<file path="src/rtl/mssst_pkg.sv">
// Types, widths and outcome codes for the moving sphere pair test.
// No dependencies; every other file in rtl imports this package.
package mssst_pkg;

    // Field widths of the request and response
    localparam int COORD_BITS  = 24;
    localparam int RADIUS_BITS = 20;
    localparam int MOTION_BITS = 20;
    localparam int TIME_BITS   = 24;
    localparam int TIME_FRAC   = 16;
    localparam int TIME_INT    = TIME_BITS - TIME_FRAC;

    // Internal widths, all sized for the worst case magnitudes
    localparam int SW    = COORD_BITS + 1;        // centre offset, signed
    localparam int SQ_W  = 2 * COORD_BITS + 1;    // one squared offset term
    localparam int SS_W  = 2 * COORD_BITS + 2;    // |s|^2
    localparam int RS_W  = RADIUS_BITS + 1;       // radius sum
    localparam int RR_W  = 2 * RS_W;              // radius sum squared
    localparam int V2_W  = 2 * MOTION_BITS - 1;   // one squared motion term
    localparam int A_W   = 2 * MOTION_BITS;       // |v|^2
    localparam int VS_W  = MOTION_BITS + SW;      // one v.s term, signed
    localparam int B_W   = VS_W + 1;              // v.s, signed
    localparam int NB_W  = B_W - 1;               // -b when b is negative
    localparam int D_W   = 2 * NB_W;              // b^2, a*c, discriminant
    localparam int Q_W   = NB_W;                  // square root of discriminant

    typedef enum logic [2:0] {
        OUT_OVERLAP = 3'd0,
        OUT_STILL   = 3'd1,
        OUT_APART   = 3'd2,
        OUT_MISS    = 3'd3,
        OUT_CONTACT = 3'd4
    } t_outcome;

    typedef struct packed {
        logic signed [COORD_BITS-1:0]  first_center_x;
        logic signed [COORD_BITS-1:0]  first_center_y;
        logic signed [COORD_BITS-1:0]  first_center_z;
        logic signed [COORD_BITS-1:0]  second_center_x;
        logic signed [COORD_BITS-1:0]  second_center_y;
        logic signed [COORD_BITS-1:0]  second_center_z;
        logic [RADIUS_BITS-1:0]        first_radius;
        logic [RADIUS_BITS-1:0]        second_radius;
        logic signed [MOTION_BITS-1:0] rel_motion_x;
        logic signed [MOTION_BITS-1:0] rel_motion_y;
        logic signed [MOTION_BITS-1:0] rel_motion_z;
    } t_in_req;

    typedef struct packed {
        logic                 hit;
        t_outcome             outcome;
        logic [TIME_BITS-1:0] contact_time;
    } t_out_rsp;

    // Side data carried alongside the square root pipe
    typedef struct packed {
        t_outcome         code;
        logic [NB_W-1:0]  nb;
        logic [A_W-1:0]   a;
    } t_sq_side;

    // Side data carried alongside the divider pipe
    typedef struct packed {
        t_outcome code;
        logic     sat;
    } t_dv_side;

endpackage

</file>
<file path="src/rtl/mssst_div.sv">
// Pipelined restoring divider, one quotient bit per stage.
// Depends on mssst_pkg for widths and the side data type.
module mssst_div
    import mssst_pkg::*;
(
    input  logic                 i_clk,
    input  logic                 i_rst_n,
    input  logic                 i_adv,
    input  logic                 i_vld,
    input  logic [A_W-1:0]       i_rem,
    input  logic [TIME_BITS-1:0] i_low,
    input  logic [A_W-1:0]       i_den,
    input  t_dv_side             i_side,
    output logic                 o_vld,
    output logic [TIME_BITS-1:0] o_quo,
    output t_dv_side             o_side
);

    logic                 r_vld  [TIME_BITS];
    logic [A_W-1:0]       r_rem  [TIME_BITS];
    logic [TIME_BITS-1:0] r_low  [TIME_BITS];
    logic [TIME_BITS-1:0] r_quo  [TIME_BITS];
    logic [A_W-1:0]       r_den  [TIME_BITS];
    t_dv_side             r_side [TIME_BITS];

    genvar k;
    generate
        for (k = 0; k < TIME_BITS; k++) begin : g_stage
            logic                 w_vld;
            logic [A_W-1:0]       w_rem;
            logic [TIME_BITS-1:0] w_low;
            logic [TIME_BITS-1:0] w_quo;
            logic [A_W-1:0]       w_den;
            t_dv_side             w_side;
            logic [A_W:0]         n_sh;
            logic [A_W+1:0]       n_diff;
            logic                 n_ge;
            logic [A_W-1:0]       n_rem;

            if (k == 0) begin : g_first
                assign w_vld  = i_vld;
                assign w_rem  = i_rem;
                assign w_low  = i_low;
                assign w_quo  = '0;
                assign w_den  = i_den;
                assign w_side = i_side;
            end else begin : g_next
                assign w_vld  = r_vld[k-1];
                assign w_rem  = r_rem[k-1];
                assign w_low  = r_low[k-1];
                assign w_quo  = r_quo[k-1];
                assign w_den  = r_den[k-1];
                assign w_side = r_side[k-1];
            end

            // shift in the next dividend bit, subtract the divisor if it fits
            always_comb begin
                n_sh   = {w_rem, w_low[TIME_BITS-1]};
                n_diff = {1'b0, n_sh} - (A_W + 2)'(w_den);
                n_ge   = !n_diff[A_W+1];
                n_rem  = n_ge ? n_diff[A_W-1:0] : n_sh[A_W-1:0];
            end

            always_ff @(posedge i_clk) begin
                if (!i_rst_n) begin
                    r_vld[k] <= 1'b0;
                end else if (i_adv) begin
                    r_vld[k] <= w_vld;
                end
            end

            always_ff @(posedge i_clk) begin
                if (i_adv) begin
                    r_rem[k]  <= n_rem;
                    r_low[k]  <= w_low << 1;
                    r_quo[k]  <= {w_quo[TIME_BITS-2:0], n_ge};
                    r_den[k]  <= w_den;
                    r_side[k] <= w_side;
                end
            end
        end
    endgenerate

    assign o_vld  = r_vld[TIME_BITS-1];
    assign o_quo  = r_quo[TIME_BITS-1];
    assign o_side = r_side[TIME_BITS-1];

endmodule

</file>
<file path="config.mk">
export PLATFORM = sky130hd
export DESIGN_NAME = mssst_div
export DESIGN_NICKNAME = d
export VERILOG_FILES = /design/src/rtl/mssst_pkg.sv /design/src/rtl/mssst_div.sv
export SDC_FILE = /design/constraint.sdc
export NUM_CORES = 2
export LEC_CHECK = 0
export BUFFER_PORTS_ARGS = -buffer_cell sky130_fd_sc_hd__buf_2
export CORE_MARGIN = 2
export CORE_UTILIZATION = 44
export DETAILED_ROUTE_END_ITERATION = 7
export PLACE_DENSITY = 0.55
export SLEW_MARGIN = 20
export SYNTH_ARGS = -nofsm -noshare
export SYNTH_HDL_FRONTEND = slang
export SYNTH_SLANG_ARGS = --single-unit
</file>
<file path="constraint.sdc">
create_clock -name i_clk -period 4.65 [get_ports i_clk]
set_input_delay 0.465 -clock i_clk [delete_from_list [all_inputs] [get_ports i_clk]]
set_output_delay 0.465 -clock i_clk [all_outputs]
set_load 0.03 [all_outputs]
</file>
## Word-level counts from Yosys, hierarchy flattened

Memory sizes are Yosys's and may differ from the RTL's.
Index checks and enable logic that the tools add are counted.

- Multiplexer cells: 53
- Reduce and logical (&&, ||, !) cells: 24
- Bitwise operators: 24
- $add $sub $neg: 24

Operators by type and width:

| kind | number |
|---|---|
| $sub 41x40->42 | 24 |
| $mux 40 | 24 |
| $mux 1 | 29 |
| $logic_not 1->1 | 24 |
| $or 1x1->1 | 24 |

- Memories kept: 6
- Register bits after elaboration: 0
- Input port bits: 112
- RAM bits: 3168

Memories:

| memory | words | bits a word | rd ports | clocked after memory_dff | wr ports | line | text |
|---|---|---|---|---|---|---|---|
| r_den | 24 | 40 | 23 | 0 | 24 | mssst_div.sv:23 | `logic [A_W-1:0] r_den [TIME_BITS];` |
| r_rem | 24 | 40 | 23 | 0 | 24 | mssst_div.sv:20 | `logic [A_W-1:0] r_rem [TIME_BITS];` |
| r_quo | 24 | 24 | 24 | 0 | 24 | mssst_div.sv:22 | `logic [TIME_BITS-1:0] r_quo [TIME_BITS];` |
| r_low | 24 | 23 | 23 | 0 | 24 | mssst_div.sv:21 | `logic [TIME_BITS-1:0] r_low [TIME_BITS];` |
| r_side | 24 | 4 | 24 | 0 | 24 | mssst_div.sv:24 | `t_dv_side r_side [TIME_BITS];` |
| r_vld | 24 | 1 | 24 | 0 | 24 | mssst_div.sv:19 | `logic r_vld [TIME_BITS];` |

## Depth between registers and ports, before layout

- Depth after elaboration: 4
- Depth in mapped cells: 16

## Least setup slack after synthesis

Ideal clock, no wire load.

- Kind: reg2reg
- From: mem r_rem[2][126] in the netlist's numbering
- To: mem r_rem[2][181] in the netlist's numbering (data pin)
- Data arrival time: 3.113 ns
- Data required time: 4.388 ns
- Library setup time: 0.262 ns
- Slack: 1.275 ns
- Stages on the path, launching flop included: 13
- Cells stage by stage: edfxtp_1 -> ha_1 -> nand3_2 -> a2111oi_2 -> or4b_4 -> a2111oi_4 -> o31a_4 -> o41ai_4 -> a21oi_2 -> o21a_1 -> buf_6 -> inv_4 -> mux2_1

RTL lines:

| item | line |
|---|---|
| from (decl) | mssst_div.sv:20 |

==> impl_metrics.json <==
{
  "hold_class": "input pin to flop",
  "fmax_mhz": 233,
  "layout_common_cells": "2535 x edfxtp_1, 1176 x inv_1, 1077 x a21oi_1, 959 x ha_1, 841 x nand2_1",
  "internal_power_mw": 69.2,
  "final_common_cell": "edfxtp_1",
  "rr_worst_depth": 12,
  "clk_pin_slew_ns": 0.06,
  "syn_nets": 13100,
  "crit_chain": "ha_1, nor2b_1, o31a_1, o2111ai_1, nand3_1, a21oi_1, a21oi_1, a2111oi_2, buf_4, o311ai_4, buf_12, mux2_2",
  "worstPathArrival_ns": 4.95,
  "setup_viol": 0,
  "maxUsedRoutingLayer": "met4",
  "power_frac_comb": 0.461,
  "finClkSkew_ns": 0.0532,
  "avgSynthCellArea_um2": 11.5,
  "criticalPathCategory": "flop to flop",
  "start_kind": "flop",
  "grt_pass1_wl_um": 505000,
  "cts_hold_buffers": 108,
  "pwr-share-clk": 0.208,
  "grt_antenna_before_repair": 5,
  "r2r_start": "r_rem[0][40]",
  "post_cts_buffers": 0,
  "routed-wl-met2_um": 170000,
  "ys_seq_area_frac": 0.552,
  "synth_warnings": 0,
  "post-place-cells": 16200,
  "ir_drop_v": 0.000369,
  "antenna_left": 0,
  "cap_violations": 0,
  "ioPinCount": 141,
  "core_area_um2": 312000,
  "power_density_nw_per_um2": 712,
  "max-slew-margin-rel": 0.285,
  "synthCells": 12000,
  "final_cells": 16900,
  "drive_gt1_frac": 0.0980,
  "wl_um": 320000,
  "cts_resized": 0,
  "cts-root-buf": "clkbuf_16",
  "grt_start_max_net_pins": 151,
  "die_h_um": 564,
  "drv_slew": 0,
  "nets": 13600,
  "gp_congestion": 0.955,
  "clock-sinks": 2536,
  "cts.htree.levels": 5,
  "async_reset_ff_frac": 0,
  "area_growth_pct": 13.0,
  "status": "finished, final reports clean",
  "start_util": 0.442,
  "grt_setup_unrepaired": "false",
  "crit_buf_inv": 2,
  "crit_required_ns": 5.31,
  "power.switching_mw": 41.8,
  "endpoint_kind": "flop",
  "syn-cell-area_um2": 138000,
  "seq_power_share": 0.332,
  "holdPathStages": 1,
  "fin_crit_ns": 4.29,
  "hold_violations": 0,
  "vias_per_cell": 5.46,
  "cts.path.max_buffers": 4,
  "clk_latency_ns": 0.92,
  "drtIter0Drc": 5902,
  "place.detailed.hpwl_um": 241000,
  "timing.final.crit_share": 0.922,
  "ys_seq_elements": 2536,
  "path_common_cell": "a21oi_1",
  "cts_tree": "yes",
  "worst_path_max_delay_cell": "o2111ai_1",
  "placementRows": 205,
  "finalSetupTns_ns": 0,
  "met3_length_um": 10500,
  "worst_slew_pin_slew_ns": 1.05,
  "synth_edf_count": 2535,
  "synth.distinct_cells": 95,
  "hold_start": "i_adv",
  "grt_use_total": 0.198,
  "fin_util": 0.500,
  "cp.depth": 12,
  "wl_per_cell_um": 19.0,
  "io_buffers": 140,
  "crit_family": "compound AO/OA/AOI/OAI gates",
  "numCtsBuffers": 299,
  "grt_overflow": 0,
  "drc_errors": 0,
  "firstDrtPassIters": 7,
  "die_w_um": 564,
  "met1_length_um": 122000,
  "p_leak_nw": 63.5,
  "dieArea_um2": 318000,
  "power.share.switching": 0.376,
  "crit_start": "r_rem[0][40]",
  "slowest_delay_ns": 0.46,
  "first_global_vias": 94500,
  "cp_max_fo": 65,
  "vias": 92000,
  "synth_ff_type": "edfxtp_1"
}
-- registers in the layout, summed over array words and instances, names as in the netlist --
register / cells
r_side: 96
r_low: 276
r_den: 920
r_vld: 24
r_quo: 300
r_rem: 920
-- synthesized netlist by cell type, drive strengths merged (63+ instances only) --
cell type     n  area share
a211oi       89      0.0049
a21o        492       0.027
a21oi      1079       0.039
a31oi       114      0.0053
and2         63      0.0029
and3        130      0.0059
buf          97      0.0039
clkbuf      199      0.0054
edfxtp     2535        0.55
ha          959       0.087
inv        1178       0.032
mux2        338       0.028
nand2       842       0.023
nand2b      124      0.0056
nand3       179      0.0065
nand4        92      0.0042
nor2        683       0.019
nor2b       130      0.0059
nor3        129      0.0047
o211ai       81      0.0044
o21a        115      0.0063
o21ai       763       0.028
o21bai      110      0.0060
o31ai        76      0.0042
xnor2       414       0.026
xor2        347       0.022
-- metal layers --
metal / vias up / global-route usage
li1: 45200 / -
met1: 44100 / 0.210
met2: 1908 / 0.379
met3: 790 / 0.0250
met4: 0 / 0.105
met5: - / 0
-- cell type report --
type	instances	area (µm²)
Clock inverter	157	1730
Antenna cell	23	57.6
Sequential cell	2536	76100
Timing Repair Buffer	480	4140
Tap cell	4140	5180
Clock buffer	372	7860
Multi-Input combinational cell	7978	56300
Fill cell	27400	156000
Inverter	1178	4420
-- worst reg2reg max path: stages, from the launching register on --
cell and delay, ns:
edfxtp_1 0.41, ha_1 0.30, nor2b_1 0.14, o31a_1 0.27, o2111ai_1 0.46, nand3_1 0.35, a21oi_1 0.45, a21oi_1 0.25
a2111oi_2 0.41, buf_4 0.21, o311ai_4 0.12, buf_12 0.21, mux2_2 0.46
-- logic make-up after synthesis --
kind of cell | count (synthesis) | share of synthesized area
AO/OA/AOI/OAI | 3331 | 0.152
flip-flops | 2536 | 0.552
AND/OR/NAND/NOR | 2530 | 0.0855
buffers and inverters | 1474 | 0.0414
adder cells (fa/ha/maj) | 982 | 0.0903
XOR/XNOR | 761 | 0.0483
multiplexers | 374 | 0.0302
-- metrics by stage --
stage / instance area [µm²] / worst slack [ns] / hold slack [ns] / power [mW]
3_3_place_gp: 145000 / 0.150 / 0.400 / 86.9
4_1_cts: 156000 / 0.341 / 0.0179 / 112
2_1_floorplan: 138000 / 1.28 / 0.400 / 73.3
6_report: 156000 / 0.362 / 0.0472 / 111
3_5_place_dp: 145000 / 0.203 / 0.405 / 87.7
5_1_grt: 156000 / 0.125 / 0.0389 / 119
-- power by group through the flow --
stage / sequential (mW) / clock (mW) / combinational, mW
finish: 36.8 / 23.0 / 51.1
floorplan: 35.7 / 0 / 37.6
global route: 37.4 / 24.7 / 56.7
detailed placement: 37.2 / 0 / 50.4
CTS: 36.9 / 23.8 / 50.9
global placement: 37.2 / 0 / 49.6
-- final timing paths --
kind	endpoint	slack, ns
max	r_rem[0][83]	0.36
max reg2reg	r_rem[0][83]	0.36
min reg2reg	r_quo[2][6]	0.40
min	r_rem[0][37]	0.05
(Power assumes the default switching activity.)
